File: src/hw/rtl/pps_pkg.sv
package pps_pkg;

	localparam logic [1:0] ACT_LOAD   = 2'd0;
	localparam logic [1:0] ACT_APPEND = 2'd1;
	localparam logic [1:0] ACT_ROUND  = 2'd2;

	localparam logic [1:0] ST_EMPTY   = 2'd0;
	localparam logic [1:0] ST_PENDING = 2'd1;
	localparam logic [1:0] ST_READY   = 2'd2;
	localparam logic [1:0] ST_DONE    = 2'd3;

	typedef struct packed {
		logic [1:0]  action;
		logic [3:0]  slot;
		logic [7:0]  prio;
		logic [23:0] arrival;
		logic [15:0] duration;
	} in_item_t;

	typedef struct packed {
		logic [31:0] now;
		logic        ran_valid;
		logic [3:0]  ran_slot;
		logic [6:0]  lines_run;
		logic        completed;
		logic [31:0] turnaround;
		logic [31:0] waiting;
		logic        all_done;
	} out_item_t;

	// controller -> datapath
	typedef struct packed {
		logic do_load;
		logic do_append;
		logic scan_clr;     // start slot scan
		logic scan_admit;   // admit arrivals during admit pass
		logic scan_step;    // examine current scan slot
		logic run_fetch;    // issue instruction read
		logic run_exec;     // add fetched duration, admit arrivals
		logic finish;       // build result
		logic jump;         // clock to next arrival
	} cmd_t;

	// datapath -> controller
	typedef struct packed {
		logic scan_last;
		logic found;
		logic any_pending;
		logic lines_left;
		logic newcomer;
	} sts_t;

endpackage

File: src/hw/rtl/pps_ctrl.sv
module pps_ctrl (
	input  logic              clk,
	input  logic              arst_n,
	input  logic              in_valid,
	output logic              in_stall,
	input  logic [1:0]        action,
	output logic              out_valid,
	input  logic              out_stall,
	input  pps_pkg::sts_t     sts,
	output pps_pkg::cmd_t     cmd
);
	import pps_pkg::*;

	typedef enum logic [2:0] {
		S_IDLE, S_ADMIT, S_SELECT, S_FETCH, S_EXEC, S_CHECK, S_FINISH, S_OUT
	} state_t;

	state_t state_q;
	logic   take;

	assign in_stall = !(state_q == S_IDLE || (state_q == S_OUT && !out_stall));
	assign take     = in_valid && !in_stall;

	always_comb begin
		cmd = '0;
		cmd.do_load    = take && action == ACT_LOAD;
		cmd.do_append  = take && action == ACT_APPEND;
		cmd.scan_clr   = take && action == ACT_ROUND;
		cmd.scan_admit = state_q == S_ADMIT;
		cmd.scan_step  = state_q == S_SELECT;
		cmd.run_fetch  = state_q == S_FETCH;
		cmd.run_exec   = state_q == S_EXEC;
		cmd.jump       = state_q == S_FINISH && !sts.found && sts.any_pending;
		cmd.finish     = state_q == S_FINISH;
	end

	always_ff @(posedge clk or negedge arst_n) begin
		if (!arst_n) begin
			state_q   <= S_IDLE;
			out_valid <= 1'b0;
		end else begin
			case (state_q)
				S_IDLE: begin
					if (take && action == ACT_ROUND)
						state_q <= S_ADMIT;
				end
				S_OUT: begin
					// result leaves; a new round may start in the same cycle
					if (!out_stall) begin
						out_valid <= 1'b0;
						state_q   <= (take && action == ACT_ROUND) ? S_ADMIT : S_IDLE;
					end
				end
				S_ADMIT:  if (sts.scan_last) state_q <= S_SELECT;
				S_SELECT: if (sts.scan_last) state_q <= S_CHECK;
				S_CHECK: begin
					if (sts.found && sts.lines_left && !sts.newcomer)
						state_q <= S_FETCH;
					else
						state_q <= S_FINISH;
				end
				S_FETCH:  state_q <= S_EXEC;
				S_EXEC:   state_q <= S_CHECK;
				S_FINISH: begin
					state_q   <= S_OUT;
					out_valid <= 1'b1;
				end
				default:  state_q <= S_IDLE;
			endcase
		end
	end

endmodule

File: config.mk
export PLATFORM = sky130hd
export DESIGN_NAME = pps_ctrl
export DESIGN_NICKNAME = d
export VERILOG_FILES = /design/src/hw/rtl/pps_pkg.sv /design/src/hw/rtl/pps_ctrl.sv
export SDC_FILE = /design/constraint.sdc
export NUM_CORES = 1
export LEC_CHECK = 0
export ABC_CLOCK_PERIOD_IN_PS = 1500
export BUFFER_PORTS_ARGS = -buffer_cell sky130_fd_sc_hd__clkbuf_2
export CAP_MARGIN = 10
export CORE_AREA = 2 2 39 41
export CTS_CLUSTER_DIAMETER = 40
export CTS_CLUSTER_SIZE = 16
export DETAILED_ROUTE_END_ITERATION = 12
export DIE_AREA = 0 0 41 43
export GPL_TIMING_DRIVEN = 0
export PLACE_DENSITY = 0.49
export SLEW_MARGIN = 20
export SYNTH_ARGS = -nofsm -noshare
export SYNTH_HDL_FRONTEND = slang
export SYNTH_SLANG_ARGS = --single-unit
export TNS_END_PERCENT = 20
File: constraint.sdc
create_clock -name clk -period 1.5 [get_ports clk]
set_clock_uncertainty 0.05 [all_clocks]
set_input_delay 0.075 -clock clk [delete_from_list [all_inputs] [get_ports clk]]
set_output_delay 0.075 -clock clk [all_outputs]
set_load 0.01 [all_outputs]
==> metrics.txt <==
# TYPE chip_impl_metric gauge
chip_impl_info{name="run_status",value="finished with violations"} 1
chip_impl_info{name="violations",value="negative setup slack"} 1
chip_impl_metric{name="h-tree-depth",unit=""} 1
chip_impl_metric{name="area_share_of_the_largest_cell_type_after_synthesis",unit="%"} 30.4
chip_impl_metric{name="detailed_place.area",unit="um^2"} 454
chip_impl_metric{name="post_synth_num_cell_types",unit=""} 23
chip_impl_metric{name="drc",unit=""} 0
chip_impl_info{name="cts_root_buf",value="sky130_fd_sc_hd__clkbuf_4"} 1
chip_impl_metric{name="clock_pin_slew_on_the_worst_setup_and_hold_paths",unit="ps"} 40
chip_impl_metric{name="total_leakage_power",unit="uW"} 0.000241
chip_impl_metric{name="cts_buffers",unit=""} 3
chip_impl_metric{name="die_wd",unit="um"} 41
chip_impl_metric{name="highest_fanout_seen_on_the_critical_path",unit=""} 5
chip_impl_metric{name="layout_worst_path_cycle_share",unit="%"} 101
chip_impl_metric{name="rows",unit=""} 14
chip_impl_metric{name="share_comb_of_total_power",unit="%"} 59.8
chip_impl_metric{name="cp.arrival",unit="ps"} 1390
chip_impl_metric{name="first_iter_violations",unit=""} 8
chip_impl_info{name="crit-reg2reg-capture",value="state_q[0]$_DFFE_PN0P_"} 1
chip_impl_metric{name="track_usage",unit="%"} 11.6
chip_impl_metric{name="design.die.area",unit="mm^2"} 0.00176
chip_impl_info{name="endpoint",value="cmd[8]"} 1
chip_impl_metric{name="totalNegativeSetupSlack",unit="ps"} -11.4
chip_impl_metric{name="worst_skew_late_latency",unit="ps"} 240
chip_impl_metric{name="place_hpwl",unit="um"} 681
chip_impl_metric{name="drt-pass1-iter-count",unit=""} 5
chip_impl_metric{name="tightest_slew",unit="ps"} 243
chip_impl_metric{name="postRouteWirelength",unit="um"} 903
chip_impl_metric{name="max-slew-margin-rel",unit="%"} 83.5
chip_impl_metric{name="reg2reg_setup_slack",unit="ps"} 320
chip_impl_metric{name="power.total",unit="uW"} 866
chip_impl_metric{name="diodes",unit=""} 0
chip_impl_info{name="worst_setup_path_type",value="reg -> out"} 1
chip_impl_metric{name="port-buffer-count",unit=""} 21
chip_impl_metric{name="post-route-worst-setup-slack",unit="ps"} -11.4
chip_impl_metric{name="final_antenna_net_count",unit=""} 0
chip_impl_metric{name="vias",unit=""} 413
chip_impl_metric{name="fmax",unit="MHz"} 662
chip_impl_metric{name="floorplan.initialDensity",unit="%"} 23.8
chip_impl_info{name="post-synth-top-area-cell",value="sky130_fd_sc_hd__dfrtp_1"} 1
chip_impl_metric{name="synth_edf_count",unit=""} 0
chip_impl_metric{name="routability_congestion",unit=""} 0.702
chip_impl_metric{name="area_growth_syn_to_layout",unit="%"} 50.2
chip_impl_metric{name="synth_fp_nets",unit=""} 52
chip_impl_metric{name="via_count_of_the_first_global_routing_pass",unit=""} 318
chip_impl_metric{name="antenna_found_initial",unit=""} 0
chip_impl_metric{name="numClockSinks",unit=""} 4
chip_impl_metric{name="vdd.ir_drop.worst",unit="V"} 0.000615
chip_impl_metric{name="detail_route.wl_per_cell",unit="um"} 10.9
chip_impl_metric{name="final_net_count",unit=""} 80
chip_impl_metric{name="pre_cts_ws",unit="ps"} 186
chip_impl_metric{name="finalCriticalPeriod",unit="ps"} 1510
chip_impl_metric{name="syn-mean-instance-area",unit="um^2"} 8.03
chip_impl_metric{name="std_cell_core_area",unit="mm^2"} 0.00138
chip_impl_metric{name="power.share.clock",unit="%"} 15.4
chip_impl_info{name="tritoncts",value="yes"} 1
chip_impl_metric{name="cell_internal_pwr",unit="uW"} 488
chip_impl_info{name="timing.critical_path.from_type",value="register"} 1
chip_impl_info{name="hp-class",value="in -> reg"} 1
chip_impl_metric{name="cp_data_required_time",unit="ps"} 1370
chip_impl_metric{name="worst-r2r-cell-count",unit=""} 4
chip_impl_info{name="crit-reg2reg-launch",value="state_q[2]$_DFFE_PN0P_"} 1
chip_impl_metric{name="synth_seq_area_share",unit="%"} 30.4
chip_impl_metric{name="cts.path.max_buffers",unit=""} 2
chip_impl_info{name="critPathCaptureType",value="primary output"} 1
chip_impl_metric{name="power.density_cell_area",unit="mW/mm^2"} 1750
chip_impl_metric{name="yosys_register_bits",unit=""} 4
chip_impl_info{name="launching_element_of_the_worst_setup_path",value="state_q[0]$_DFFE_PN0P_"} 1
chip_impl_metric{name="syn-instance-count",unit=""} 41
chip_impl_info{name="rsz0062_at_grt",value="true"} 1
chip_impl_metric{name="power.net_switching",unit="uW"} 378
chip_impl_metric{name="die_h",unit="um"} 43
chip_impl_metric{name="hold_ws",unit="ps"} 110
chip_impl_metric{name="vias_per_cell",unit=""} 4.98
chip_impl_metric{name="grt_start_max_net_pins",unit=""} 11
chip_impl_metric{name="grt_overflow_total",unit=""} 0
chip_impl_metric{name="postSynth.asyncResetShare",unit="%"} 100
chip_impl_metric{name="hold_viol",unit=""} 0
chip_impl_info{name="synthFlopType",value="sky130_fd_sc_hd__dfrtp_1"} 1
chip_impl_metric{name="timing.max_cap.violations",unit=""} 0
chip_impl_metric{name="io-pin-count",unit=""} 22
chip_impl_metric{name="report.final.slew_viol_count",unit=""} 0
chip_impl_metric{name="setup_viol_count_final",unit=""} 1
chip_impl_metric{name="synth.cell_area",unit="um^2"} 329
chip_impl_metric{name="final_cell_area",unit="um^2"} 494
chip_impl_info{name="netlist_top_cells_area",value="sky130_fd_sc_hd__dfrtp_1 30%, sky130_fd_sc_hd__nor2_1 5.7%, sky130_fd_sc_hd__nand4b_1 5.3%"} 1
chip_impl_metric{name="seq_power_share",unit="%"} 24.7
chip_impl_metric{name="count_of_yosys_warnings_during_synthesis",unit=""} 0
chip_impl_metric{name="final_layout_size_suffix_gt1_share",unit="%"} 43.3
chip_impl_metric{name="grt_first_pass_wirelength",unit="mm"} 1.30
chip_impl_metric{name="power.switching_fraction",unit="%"} 43.7
## area by class of cell
cell class,count,area [um^2]
Buffer,3,17.5
Clock buffer,3,22.5
Fill cell,151,890
Inverter,2,7.51
Multi-Input combinational cell,32,204
Sequential cell,4,100
Tap cell,16,20.0
Timing Repair Buffer,23,123
## cells in the mapped netlist, drive strengths merged, types with 2 or more instances
master,n
o31a,2
dfrtp,4
o22ai,2
nand4b,2
a21oi,2
nor2,5
nor3b,2
o21ai,4
buf,3
inv,2
nor4b,2
nand2,3
## kinds of logic (layout without fill, tap and decap cells)
family / count (synthesis) / in the layout / synth area share (%)
simple gates: 18 / 18 / 34.6
compound gates: 14 / 14 / 27.4
buf+inv: 5 / 31 / 7.61
flops: 4 / 4 / 30.4
## state kept, by name, indices dropped and copies added (netlist names)
| signal | count |
|---|---|
| out_valid | 1 |
| state_q | 3 |
## timing repair
| action | CTS | global route |
|---|---|---|
| resized for setup | 0 | 2 |
| setup buffers | 1 | 0 |
| endpoints found under the setup margin | 1 | 4 |
| endpoints found under the hold margin | 4 | 0 |
| pin swaps | 2 | 1 |
| hold buffers | 1 | 0 |
## power by group through the flow
stage	clock network, uW	registers (uW)	logic [uW]
floorplan	0	211	348
global placement	0	214	507
detailed placement	0	215	503
CTS	140	214	526
global route	153	225	577
finish	134	214	518
## routing by layer
layer	wire length [um]	part of all wire, %	up-vias	track usage (%)
li1	-	-	207	-
met1	406	45	181	13.3
met2	377	42	25	14.7
met3	118	13	0	6.28
met4	0	0	0	10.0
met5	0	0	-	0
## worst min path at each step
stage	from	cells past startpoint	end	slack (ps)
finish	out_stall	3	out_valid$_DFFE_PN0P_	110
global route	arst_n	2	state_q[1]$_DFFE_PN0P_	120
CTS	out_stall	3	out_valid$_DFFE_PN0P_	110
detailed placement	arst_n	1	state_q[1]$_DFFE_PN0P_	-160
global placement	arst_n	1	state_q[1]$_DFFE_PN0P_	-170
floorplan	arst_n	0	out_valid$_DFFE_PN0P_	-270
## cells in the final DEF, fill, tap and decap left out, drive strengths merged, types with 3 or more instances in the layout
| master | netlist | routed |
|---|---|---|
| clkbuf | 0 | 22 |
| buf | 3 | 6 |
| dfrtp | 4 | 4 |
| o21ai | 4 | 4 |
| nor2 | 5 | 5 |
| nand2 | 3 | 3 |
## per-stage QoR
step                util [%]  instances
floorplan                  -         41
global placement        32.8         78
detailed placement      32.8         78
CTS                     35.7         83
global route            35.7         83
finish                  35.7         83
## critical path, stage by stage, from the launching register on
cell	delay (ps)
sky130_fd_sc_hd__dfrtp_1	410
sky130_fd_sc_hd__o31a_1	350
sky130_fd_sc_hd__nor4b_2	230
sky130_fd_sc_hd__buf_2	170
Power figures use the tool's default switching activity.
